`src/rtl/crq_pkg.sv`:
```
// Shared types and constants of the command retry queue.
// No dependencies; imported by the core, the checker and the testbench.
package crq_pkg;

  localparam int unsigned QueueDepthDef = 4;
  localparam int unsigned MaxPayload    = 512;

  localparam logic [15:0] RetryIntervalRst = 16'd1000;
  localparam logic [3:0]  MaxAttemptsRst   = 4'd3;
  localparam logic [31:0] StartSequenceRst = 32'd1;

  typedef enum logic [1:0] {
    CFG_RETRY_INTERVAL = 2'd0,
    CFG_MAX_ATTEMPTS   = 2'd1,
    CFG_START_SEQUENCE = 2'd2
  } cfg_idx_e;

  typedef enum logic [1:0] {
    CMD_ENQUEUE = 2'd0,
    CMD_ACK     = 2'd1,
    CMD_TICK    = 2'd2
  } cmd_e;

  typedef enum logic [3:0] {
    EV_IDLE       = 4'd0,
    EV_ENQUEUED   = 4'd1,
    EV_FULL       = 4'd2,
    EV_BAD_LENGTH = 4'd3,
    EV_TRANSMIT   = 4'd4,
    EV_DELIVERED  = 4'd5,
    EV_NACK       = 4'd6,
    EV_UNEXP_ACK  = 4'd7,
    EV_FAILED     = 4'd8
  } event_e;

  typedef enum logic {
    ST_IDLE = 1'b0,
    ST_EXEC = 1'b1
  } state_e;

  typedef struct packed {
    logic [31:0] sequence_nr;
    logic [7:0]  handle;
    logic [9:0]  length;
    logic [31:0] last_sent;
    logic [3:0]  attempts;
  } entry_t;

endpackage

```
`src/rtl/command_retry_queue_core.sv`:
```
// Command retry queue core: stop-and-wait retransmit FIFO of outgoing commands.
// Depends on crq_pkg and crq_ram.
//
// Each accepted transaction (enqueue, acknowledgement or time tick) yields
// exactly one result transaction. The queue entries live in one RAM with a
// registered read; the head entry is read while the core waits for input, and
// in the following cycle the core decides and, once the result register can
// take it, writes the modified entry back (tail on enqueue, head on transmit)
// and loads the result register. An item therefore passes the RAM read and
// then the decide/write-back, the latter waiting while the result register
// is stalled. Input stall is high while an item is being executed; a result
// waiting in the output register does not hold off the next input. Sequence
// numbers count up modulo 2^32 and skip zero; writing start_sequence reloads
// the counter. Entries that were never written are never read, so the RAM
// needs no clearing pass after reset. Configuration writes are taken on any
// cycle with cfg_we_i high and are expected only while the core is idle.
module command_retry_queue_core #(
  parameter int unsigned QUEUE_DEPTH = crq_pkg::QueueDepthDef
) (
  input  logic                             clk_i,
  input  logic                             rst_ni,
  // configuration
  input  logic                             cfg_we_i,
  input  logic [1:0]                       cfg_index_i,
  input  logic [31:0]                      cfg_data_i,
  // input channel
  input  logic                             in_valid_i,
  output logic                             in_stall_o,
  input  logic [1:0]                       command_i,
  input  logic [7:0]                       message_handle_i,
  input  logic [9:0]                       payload_length_i,
  input  logic [31:0]                      ack_sequence_i,
  input  logic                             ack_ok_i,
  input  logic [31:0]                      now_ms_i,
  // output channel
  output logic                             out_valid_o,
  input  logic                             out_stall_i,
  output logic [3:0]                       event_res_o,
  output logic [31:0]                      sequence_res_o,
  output logic [7:0]                       out_handle_o,
  output logic [9:0]                       out_length_o,
  output logic [3:0]                       attempt_count_o,
  output logic [$clog2(QUEUE_DEPTH+1)-1:0] queue_depth_o
);

  import crq_pkg::*;

  localparam int unsigned IDX_W = $clog2(QUEUE_DEPTH);
  localparam int unsigned CNT_W = $clog2(QUEUE_DEPTH + 1);
  localparam logic [IDX_W-1:0] IdxLast = IDX_W'(QUEUE_DEPTH - 1);
  localparam logic [CNT_W-1:0] CntFull = CNT_W'(QUEUE_DEPTH);
  localparam logic [CNT_W:0]   DepthW  = (CNT_W + 1)'(QUEUE_DEPTH);
  localparam logic [9:0]       MaxLen  = 10'(MaxPayload);

  // configuration registers
  logic [15:0] retry_interval_q;
  logic [3:0]  max_attempts_q;
  logic [31:0] next_seq_q, next_seq_d;

  // queue pointers
  logic [IDX_W-1:0] head_q, head_d;
  logic [CNT_W-1:0] count_q, count_d;

  // captured transaction
  cmd_e        cmd_q;
  logic [7:0]  handle_q;
  logic [9:0]  length_q;
  logic [31:0] ack_seq_q;
  logic        ack_ok_q;
  logic [31:0] now_q;

  state_e state_q, state_d;
  logic   accept;
  logic   fire;

  // RAM access
  entry_t           rd_entry;
  entry_t           wr_entry;
  logic             ram_we;
  logic [IDX_W-1:0] ram_waddr;
  logic [CNT_W:0]   tail_sum;
  logic [IDX_W-1:0] tail_idx;
  logic [IDX_W-1:0] head_inc;

  // result
  event_e      ev;
  logic [31:0] res_seq;
  logic [7:0]  res_handle;
  logic [9:0]  res_length;
  logic [3:0]  res_att;

  logic              out_valid_q;
  logic [3:0]        event_q;
  logic [31:0]       seq_res_q;
  logic [7:0]        handle_res_q;
  logic [9:0]        length_res_q;
  logic [3:0]        att_res_q;
  logic [CNT_W-1:0]  depth_res_q;

  logic [31:0] elapsed;
  logic [31:0] seq_plus;

  crq_ram #(
    .WIDTH($bits(entry_t)),
    .DEPTH(QUEUE_DEPTH)
  ) u_crq_ram (
    .clk_i  (clk_i),
    .we_i   (ram_we),
    .waddr_i(ram_waddr),
    .wdata_i(wr_entry),
    .raddr_i(head_q),
    .rdata_o(rd_entry)
  );

  // --- control FSM ---
  always_comb begin
    state_d = state_q;
    case (state_q)
      ST_IDLE: begin
        if (accept) state_d = ST_EXEC;
      end
      ST_EXEC: begin
        if (fire) state_d = ST_IDLE;
      end
      default: state_d = ST_IDLE;
    endcase
  end

  always_comb begin
    in_stall_o = 1'b1;
    fire       = 1'b0;
    case (state_q)
      ST_IDLE: in_stall_o = 1'b0;
      // result register must be free or draining this cycle
      ST_EXEC: fire = !out_valid_q || !out_stall_i;
      default: in_stall_o = 1'b1;
    endcase
  end

  assign accept = in_valid_i && !in_stall_o;

  // --- pointer arithmetic ---
  assign tail_sum = (CNT_W + 1)'(head_q) + (CNT_W + 1)'(count_q);
  assign tail_idx = (tail_sum >= DepthW) ? IDX_W'(tail_sum - DepthW) : IDX_W'(tail_sum);
  assign head_inc = (head_q == IdxLast) ? '0 : head_q + 1'b1;
  assign elapsed  = now_q - rd_entry.last_sent;
  assign seq_plus = next_seq_q + 32'd1;

  // --- decide and write back ---
  always_comb begin
    ev         = EV_IDLE;
    res_seq    = '0;
    res_handle = '0;
    res_length = '0;
    res_att    = '0;
    ram_we     = 1'b0;
    ram_waddr  = head_q;
    wr_entry   = rd_entry;
    head_d     = head_q;
    count_d    = count_q;
    next_seq_d = next_seq_q;
    case (cmd_q)
      CMD_ENQUEUE: begin
        res_handle = handle_q;
        res_length = length_q;
        if (length_q > MaxLen) begin
          ev = EV_BAD_LENGTH;
        end else if (count_q >= CntFull) begin
          ev = EV_FULL;
        end else begin
          ev                   = EV_ENQUEUED;
          res_seq              = next_seq_q;
          ram_we               = 1'b1;
          ram_waddr            = tail_idx;
          wr_entry.sequence_nr = next_seq_q;
          wr_entry.handle      = handle_q;
          wr_entry.length      = length_q;
          wr_entry.last_sent   = '0;
          wr_entry.attempts    = '0;
          next_seq_d           = (seq_plus == '0) ? 32'd1 : seq_plus;
          count_d              = count_q + 1'b1;
        end
      end
      CMD_ACK: begin
        if (count_q == '0 || rd_entry.sequence_nr != ack_seq_q) begin
          ev      = EV_UNEXP_ACK;
          res_seq = ack_seq_q;
        end else begin
          res_seq    = rd_entry.sequence_nr;
          res_handle = rd_entry.handle;
          res_length = rd_entry.length;
          res_att    = rd_entry.attempts;
          if (ack_ok_q) begin
            ev      = EV_DELIVERED;
            head_d  = head_inc;
            count_d = count_q - 1'b1;
          end else begin
            ev = EV_NACK;
          end
        end
      end
      CMD_TICK: begin
        if (count_q != '0) begin
          if (rd_entry.attempts != '0 && elapsed < {16'd0, retry_interval_q}) begin
            ev = EV_IDLE;  // interval still running
          end else begin
            res_seq    = rd_entry.sequence_nr;
            res_handle = rd_entry.handle;
            res_length = rd_entry.length;
            if (rd_entry.attempts >= max_attempts_q) begin
              ev      = EV_FAILED;
              res_att = rd_entry.attempts;
              head_d  = head_inc;
              count_d = count_q - 1'b1;
            end else begin
              ev                 = EV_TRANSMIT;
              res_att            = rd_entry.attempts + 1'b1;
              ram_we             = 1'b1;
              wr_entry.attempts  = rd_entry.attempts + 1'b1;
              wr_entry.last_sent = now_q;
            end
          end
        end
      end
      default: ev = EV_IDLE;
    endcase
    // nothing commits until the result register can take the result
    if (!fire) begin
      ram_we     = 1'b0;
      head_d     = head_q;
      count_d    = count_q;
      next_seq_d = next_seq_q;
    end
  end

  // --- state and configuration ---
  always_ff @(posedge clk_i or negedge rst_ni) begin
    if (!rst_ni) begin
      state_q          <= ST_IDLE;
      head_q           <= '0;
      count_q          <= '0;
      retry_interval_q <= RetryIntervalRst;
      max_attempts_q   <= MaxAttemptsRst;
      next_seq_q       <= StartSequenceRst;
      out_valid_q      <= 1'b0;
    end else begin
      state_q <= state_d;
      head_q  <= head_d;
      count_q <= count_d;
      if (cfg_we_i && cfg_index_i == CFG_START_SEQUENCE) begin
        next_seq_q <= (cfg_data_i == '0) ? 32'd1 : cfg_data_i;
      end else begin
        next_seq_q <= next_seq_d;
      end
      if (cfg_we_i && cfg_index_i == CFG_RETRY_INTERVAL) begin
        retry_interval_q <= cfg_data_i[15:0];
      end
      if (cfg_we_i && cfg_index_i == CFG_MAX_ATTEMPTS) begin
        max_attempts_q <= cfg_data_i[3:0];
      end
      if (fire) begin
        out_valid_q <= 1'b1;
      end else if (!out_stall_i) begin
        out_valid_q <= 1'b0;
      end
    end
  end

  // --- payload registers ---
  always_ff @(posedge clk_i) begin
    if (accept) begin
      cmd_q     <= cmd_e'(command_i);
      handle_q  <= message_handle_i;
      length_q  <= payload_length_i;
      ack_seq_q <= ack_sequence_i;
      ack_ok_q  <= ack_ok_i;
      now_q     <= now_ms_i;
    end
    if (fire) begin
      event_q      <= ev;
      seq_res_q    <= res_seq;
      handle_res_q <= res_handle;
      length_res_q <= res_length;
      att_res_q    <= res_att;
      depth_res_q  <= count_d;
    end
  end

  assign out_valid_o     = out_valid_q;
  assign event_res_o     = event_q;
  assign sequence_res_o  = seq_res_q;
  assign out_handle_o    = handle_res_q;
  assign out_length_o    = length_res_q;
  assign attempt_count_o = att_res_q;
  assign queue_depth_o   = depth_res_q;

endmodule

```
`src/rtl/crq_ram.sv`:
```
// Generic single-port-write, single-port-read RAM with registered read data.
// No dependencies.
module crq_ram #(
  parameter int unsigned WIDTH = 8,
  parameter int unsigned DEPTH = 4
) (
  input  logic                     clk_i,
  input  logic                     we_i,
  input  logic [$clog2(DEPTH)-1:0] waddr_i,
  input  logic [WIDTH-1:0]         wdata_i,
  input  logic [$clog2(DEPTH)-1:0] raddr_i,
  output logic [WIDTH-1:0]         rdata_o
);

  logic [WIDTH-1:0] mem_q [DEPTH];
  logic [WIDTH-1:0] rdata_q;

  always_ff @(posedge clk_i) begin
    if (we_i) begin
      mem_q[waddr_i] <= wdata_i;
    end
    rdata_q <= mem_q[raddr_i];
  end

  assign rdata_o = rdata_q;

endmodule

```
`config.mk`:
```
export PLATFORM = sky130hd
export DESIGN_NAME = command_retry_queue_core
export DESIGN_NICKNAME = d
export VERILOG_FILES = /design/src/rtl/crq_pkg.sv /design/src/rtl/command_retry_queue_core.sv /design/src/rtl/crq_ram.sv
export SDC_FILE = /design/constraint.sdc
export NUM_CORES = 1
export LEC_CHECK = 0
export BUFFER_PORTS_ARGS = -buffer_cell sky130_fd_sc_hd__buf_2
export CORE_ASPECT_RATIO = 1.2
export CORE_MARGIN = 5
export CORE_UTILIZATION = 35
export DETAILED_ROUTE_END_ITERATION = 7
export PLACE_DENSITY = 0.56
export REMOVE_ABC_BUFFERS = 1
export SLEW_MARGIN = 20
export SYNTH_ARGS = -nofsm -noshare
export SYNTH_HDL_FRONTEND = slang
export SYNTH_HIERARCHICAL = 1
export SYNTH_SLANG_ARGS = --single-unit
```
`constraint.sdc`:
```
create_clock -name clk_i -period 11.05 [get_ports clk_i]
set_input_delay 2.21 -clock clk_i [delete_from_list [all_inputs] [get_ports clk_i]]
set_output_delay 2.21 -clock clk_i [all_outputs]
set_load 0.1 [all_outputs]
```
**Word-level counts from Yosys, hierarchy flattened**

Memory sizes are Yosys's and may differ from the RTL's. A register that Yosys moved wholly into a read port is not among the register bits.
Cells that the tools add are included.

- Bits in registers: 205
- Memory bits (writable): 344
- Latch bits: 0
- Memories: 1
- ROM bits: 0
- Output and inout bits: 63
- Input port bits: 124

Memory list:

| memory | depth | bits a word | rd ports | clocked after memory_dff | wr ports | line | text |
|---|---|---|---|---|---|---|---|
| u_crq_ram.mem_q | 4 | 86 | 1 | 1 | 1 | crq_ram.sv:15 | `logic [WIDTH-1:0] mem_q [DEPTH];` |

- Div/mod/pow operators: 0
- Mux-type cells: 77
- Bitwise gates (word level): 1
- Add/subtract/negate cells: 8
- Shift-type cells: 0
- Reduce and logical (&&, ||, !) cells: 21
- $mul: 0
- Eq/ne operators: 14
- Order comparisons: 5

Operators with widths:

| operator | count |
|---|---|
| 2-to-1 mux 32 bit | 12 |
| 2-to-1 mux 86 bit | 2 |
| 2-to-1 mux 36 bit | 3 |
| one-hot mux 32 bit (3 select lines) | 1 |
| one-hot mux 36 bit (2 select lines) | 1 |
| zero test 32 bit | 2 |
| 2-to-1 mux 50 bit | 1 |
| adder 32 x 1 -> 32 bit (second input constant) | 1 |
| < comparator 32 x 16 -> 1 bit | 1 |
| inequality test 32 bit | 1 |
| subtractor 32 bit | 1 |
| 2-to-1 mux 10 bit | 3 |
| one-hot mux 10 bit (3 select lines) | 1 |
| 2-to-1 mux 2 bit | 14 |
| 2-to-1 mux 4 bit | 7 |
| 2-to-1 mux 3 bit | 8 |
| 2-to-1 mux 8 bit | 3 |
| one-hot mux 8 bit (3 select lines) | 1 |
| 2-to-1 mux 1 bit | 14 |
| one-hot mux 4 bit (3 select lines) | 1 |
| > comparator 10 bit (second input constant) | 1 |
| inequality test 2 bit (second input constant) | 5 |
| one-hot mux 3 bit (3 select lines) | 1 |
| one-hot mux 4 bit (2 select lines) | 1 |
| other kinds (25) | 40 |

**Depth between registers and ports, before layout**

- Depth after elaboration: 9
- Gate-level depth with buffers: 26
- Gate-level depth less buffers: 24

**Modules after synthesis**

Netlist, hierarchy kept.

By module, submodules not included:

| module | seq. area each (um^2) | cells each | times used | area an instance (um^2) |
|---|---|---|---|---|
| crq_ram | 12051.6 | 540 | 1 | 14196.1 |
| command_retry_queue_core | 5871.9 | 1414 | 1 | 13128.8 |

**Worst setup path before layout**

OpenSTA, ideal clock, no wires.

- Kind: flip-flop to flip-flop
- Start point: register now_q[0]
- End point: memory u_crq_ram/mem_q[0][0] (netlist bit), enable pin
- Arrival: 10321 ps
- Cell stages (with the launch flop): 26
- Path buffers: 2
- Period minus slack after synthesis: 10975 ps
- Slack: 75 ps
- Path through: edfxtp_1 > inv_1 > ha_1 > fa_1 > nand2b_1 > a21oi_1 > o21ai_0 > o21ai_0 > nand3_1 > nand2_1 > a21oi_1 > o21ba_2 > xnor2_1 > ha_1 > nand4_1 > a21oi_1 > nor2_1 > nand4bb_1 > nor4_1 > a311oi_2 > and2_1 > buf_2 > buf_6 > nor2_1 > nor2_1 > nor3b_1

- Word-level cells in the longest chain between the ends: 9

Ends and longest elaborated chain:

| item | line | text |
|---|---|---|
| from (decl) | command_retry_queue_core.sv:70 | `logic [31:0] now_q;` |
| from (signal assigned) | command_retry_queue_core.sv:277 | `now_q <= now_ms_i;` |
| subtractor 32 bit | command_retry_queue_core.sv:146 | `assign elapsed = now_q - rd_entry.last_sent;` |
| < comparator 32 x 16 -> 1 bit | command_retry_queue_core.sv:204 | `if (rd_entry.attempts != '0 && elapsed < {16'd0, retry_interval_q}) begin` |
| logical AND 1 bit | command_retry_queue_core.sv:204 |  |
| 2-to-1 mux 1 bit | command_retry_queue_core.sv:204 |  |
| 2-to-1 mux 1 bit | command_retry_queue_core.sv:203 | `if (count_q != '0) begin` |
| one-hot mux 1 bit (2 select lines) | command_retry_queue_core.sv:162 | `case (cmd_q)` |
| 2-to-1 mux 1 bit | command_retry_queue_core.sv:228 | `if (!fire) begin` |
| net ram_we | command_retry_queue_core.sv:79 | `logic ram_we;` |
| 2-to-1 mux 1 bit | crq_ram.sv:19 | `if (we_i) begin` |
| 2-to-1 mux 1 bit (not written as such) | crq_ram.sv:20 | `mem_q[waddr_i] <= wdata_i;` |
| to (decl) | crq_ram.sv:15 |  |

The timed path passes the listed nets, and every way through them passes these cells.

**Worst setup path after layout**

- Start point: register now_q[0]
- End point: memory u_crq_ram/mem_q[2][47] (netlist bit), enable pin

Same word-level chain as after synthesis.

==> impl_metrics.yaml <==
pwr:
  irDropWorstVdd_mv: 0.128
  powerDensity_mw_per_mm2: 261
  p_sw_mw: 2.83
  power_frac_clock_pct: 26.7
  power.internal_mw: 5.35
  p_leak_nw: 11.4
  switching_share_pct: 34.6
  sequentialPowerShare_pct: 42.2
  combPwrFrac_pct: 31.0
timing:
  worst_pin_slew_ns: 0.991
  fin_tns_setup_ns: 0
  rsz0062_at_grt: "false"
  final.min_clock_period_ns: 6.83
  hold_viol: 0
  fmax_ghz: 0.146
  finalSetupViolCount: 0
  finClkSkew_ns: 0.0255
  fin_crit_sh_pct: 61.8
  maxSlewViolCount: 0
  relSlewSlack_pct: 33.8
yosys:
  ys_seq_area_share_pct: 65.6
  ys_ff_latch: 635
  synthTopCellsByCount: "490 x edfxtp_1, 271 x nand2_1, 90 x nor2_1"
  synth_top_area_share_pct: 53.8
  postSynthCellCount: 1954
  synthArstFlopShare_pct: 9.29
  yosysMostFrequentCell: "edfxtp_1"
  yosys-top-cells-area: "edfxtp_1 54%, mux4_2 7.1%, dfxtp_1 6.3%"
  synth.largest_area_cell: "edfxtp_1"
  netlist_area_sq_mm: 0.0273
  synth_edf_count: 490
  ys_types: 79
  syn_area_per_cell_sq_um: 14.0
  yosys_most_used_dff: "edfxtp_1"
  ys_warn_count: 6
hold_path:
  hold_class: "register to register"
placement:
  hpwlAfterDp_um: 47400
  globalplace.congestion: 0.906
  postPlaceCellArea_sq_mm: 0.0292
  io_buffer_count: 186
cts:
  cts-hold-fix-buffers: 0
  cts_max_level: 3
  cts_tree: "built"
  cts.sinks: 635
  cts_setup_buffers: 0
  clock_tree.root_cell: "clkbuf_16"
  clk_pin_slew_ns: 0.06
  cts_resized: 0
  clock_latency_ns: 0.62
  numCtsBuffers: 68
  cts_max_path_buffers: 3
global_route:
  grt_max_degree: 80
  met3_usage_pct: 2.68
  grt.busiest_layer: "met2"
  use_met1_pct: 21.3
  use_met2_pct: 28.7
  grt_pass1_vias: 17800
  grt_usage_pct: 16.7
  grt_pass1_wl_um: 108000
  grt-ovfl-total: 0
  antenna_found_initial: 2
floorplan:
  row_count: 112
  core_area_sq_mm: 0.0776
  die_x_um: 265
  dieArea_sq_mm: 0.0838
  ios: 187
  die_h_um: 316
  start_util_pct: 35.2
worst_setup_path:
  path_max_fanout: 53
  crit_type: "register to register"
  cp-start-kind: "register"
  end_kind: "register"
  cp.required_ns: 11.29
  critPathArrivalTime_ns: 7.07
finish:
  stdcell_area_sq_mm: 0.0314
  antenna_cells: 0
  area_delta_synth_final_pct: 14.9
  final_layout_size_suffix_gt1_share_pct: 20.8
  nets: 2316
drt:
  routed_via_density: 5.31
  wire_per_inst_um: 22.2
  ant_nets: 0
  dr_total_vias: 17100
  wl_um: 71200
  drcViolationCount: 0
  first_iter_violations: 1502
  dr.pass1.iters: 6
outcome:
  status: "completed"
run:
  maxCapViolations: 0
## metal layers
| layer | part of all wire, % | up-vias |
|---|---|---|
| met2 | 49 | 554 |
| li1 | - | 7797 |
| met1 | 42 | 8558 |
| met3 | 5.2 | 141 |
| met4 | 3.5 | 0 |
| met5 | 0 | - |
## sequential cells by signal, indices dropped and copies added (netlist names), 16 cells and up
signal	flops
u_crq_ram/rdata_o	86
ack_seq_q	32
next_seq_q	32
u_crq_ram/mem_q	344
now_q	32
retry_interval_q	16
sequence_res_o	32
## stage by stage
| stage | power, mW | hold slack, ns | instances | setup WS (ns) | utilization (%) |
|---|---|---|---|---|---|
| after floorplan | 5.36 | 0.479 | 1848 | -1.47 | - |
| after global placement | 5.98 | 0.495 | 3084 | 4.26 | 37.6 |
| after detailed placement | 6.03 | 0.496 | 3084 | 4.22 | 37.6 |
| after CTS | 8.26 | 0.509 | 3209 | 4.16 | 40.4 |
| after global routing | 8.63 | 0.523 | 3209 | 3.65 | 40.4 |
| final | 8.18 | 0.508 | 3209 | 4.22 | 40.4 |
## power by group through the flow
stage	Combinational, mW	Sequential [mW]	Clock [mW]
2_1_floorplan	1.64	3.72	0
3_3_place_gp	2.49	3.50	0
3_5_place_dp	2.53	3.50	0
4_1_cts	2.55	3.46	2.25
5_1_grt	2.78	3.50	2.35
6_report	2.54	3.45	2.19
## cell families after synthesis
| logic type | count (synthesis) | share of synthesized area [%] |
|---|---|---|
| multiplexers | 101 | 7.70 |
| flip-flops | 635 | 65.6 |
| buffers and inverters | 181 | 3.11 |
| XOR/XNOR | 76 | 2.44 |
| AND/OR/NAND/NOR | 558 | 9.44 |
| adder cells (fa/ha/maj) | 64 | 2.96 |
| AO/OA/AOI/OAI | 339 | 8.76 |
## worst paths after layout
path / end / cells past startpoint / start / slack, ns
max: u_crq_ram/mem_q[2][47] / 26 / now_q[0] / 4.22
max reg2reg: u_crq_ram/mem_q[2][47] / 26 / now_q[0] / 4.22
min in group asynchronous: next_seq_q[29] / 2 / rst_ni / 1.80
min: max_attempts_q[2] / 1 / max_attempts_q[2] / 0.51
max in group asynchronous: head_q[1] / 2 / rst_ni / 8.58
min reg2reg: max_attempts_q[2] / 1 / max_attempts_q[2] / 0.51
## cells in the final DEF, fill, tap and decap left out, types with 21 or more instances in the layout
master	netlist	final
edfxtp_1	490	490
nand2_1	271	270
buf_2	11	186
nor2_1	90	89
mux4_2	86	86
dfxtp_1	86	86
inv_1	75	74
a21oi_1	72	72
o21ai_0	69	69
clkbuf_16	0	68
ha_1	63	62
a22o_1	49	49
dfrtp_1	50	48
xnor2_1	42	42
xor2_1	34	34
nand4_1	33	33
nand3_1	33	33
a222oi_1	32	32
nor3_1	33	31
nor4_1	25	25
buf_4	0	24
o21a_1	21	21
## worst max-delay path: stages (launching register included)
cell	delay, ns
edfxtp_1	0.33
inv_1	0.06
ha_1	0.23
fa_1	0.40
nand2b_1	0.17
a21oi_1	0.35
o21ai_0	0.23
o21ai_0	0.32
nand3_1	0.13
nand2_1	0.12
a21oi_1	0.07
o21ba_2	0.21
xnor2_1	0.13
ha_1	0.19
a221o_1	0.32
a31oi_1	0.22
o221ai_1	0.16
a2111oi_0	0.36
nand4bb_1	0.14
nor4_1	0.48
a311oi_4	0.15
buf_4	0.33
and2_1	0.24
nor2_1	0.10
nor2_1	0.09
and3b_4	0.40
buf_4	0.48
## area by class of cell
cell class                 count  area [sq um]
clock buffer                  93          1910
fill                        7305         46200
tap                         1026          1280
inverter                      75           282
clock inverter                32           260
multi-input combinational   1138          8620
sequential                   635         17900
timing repair buffer         210          1110
Note: power is estimated with default switching activity, not from simulation.
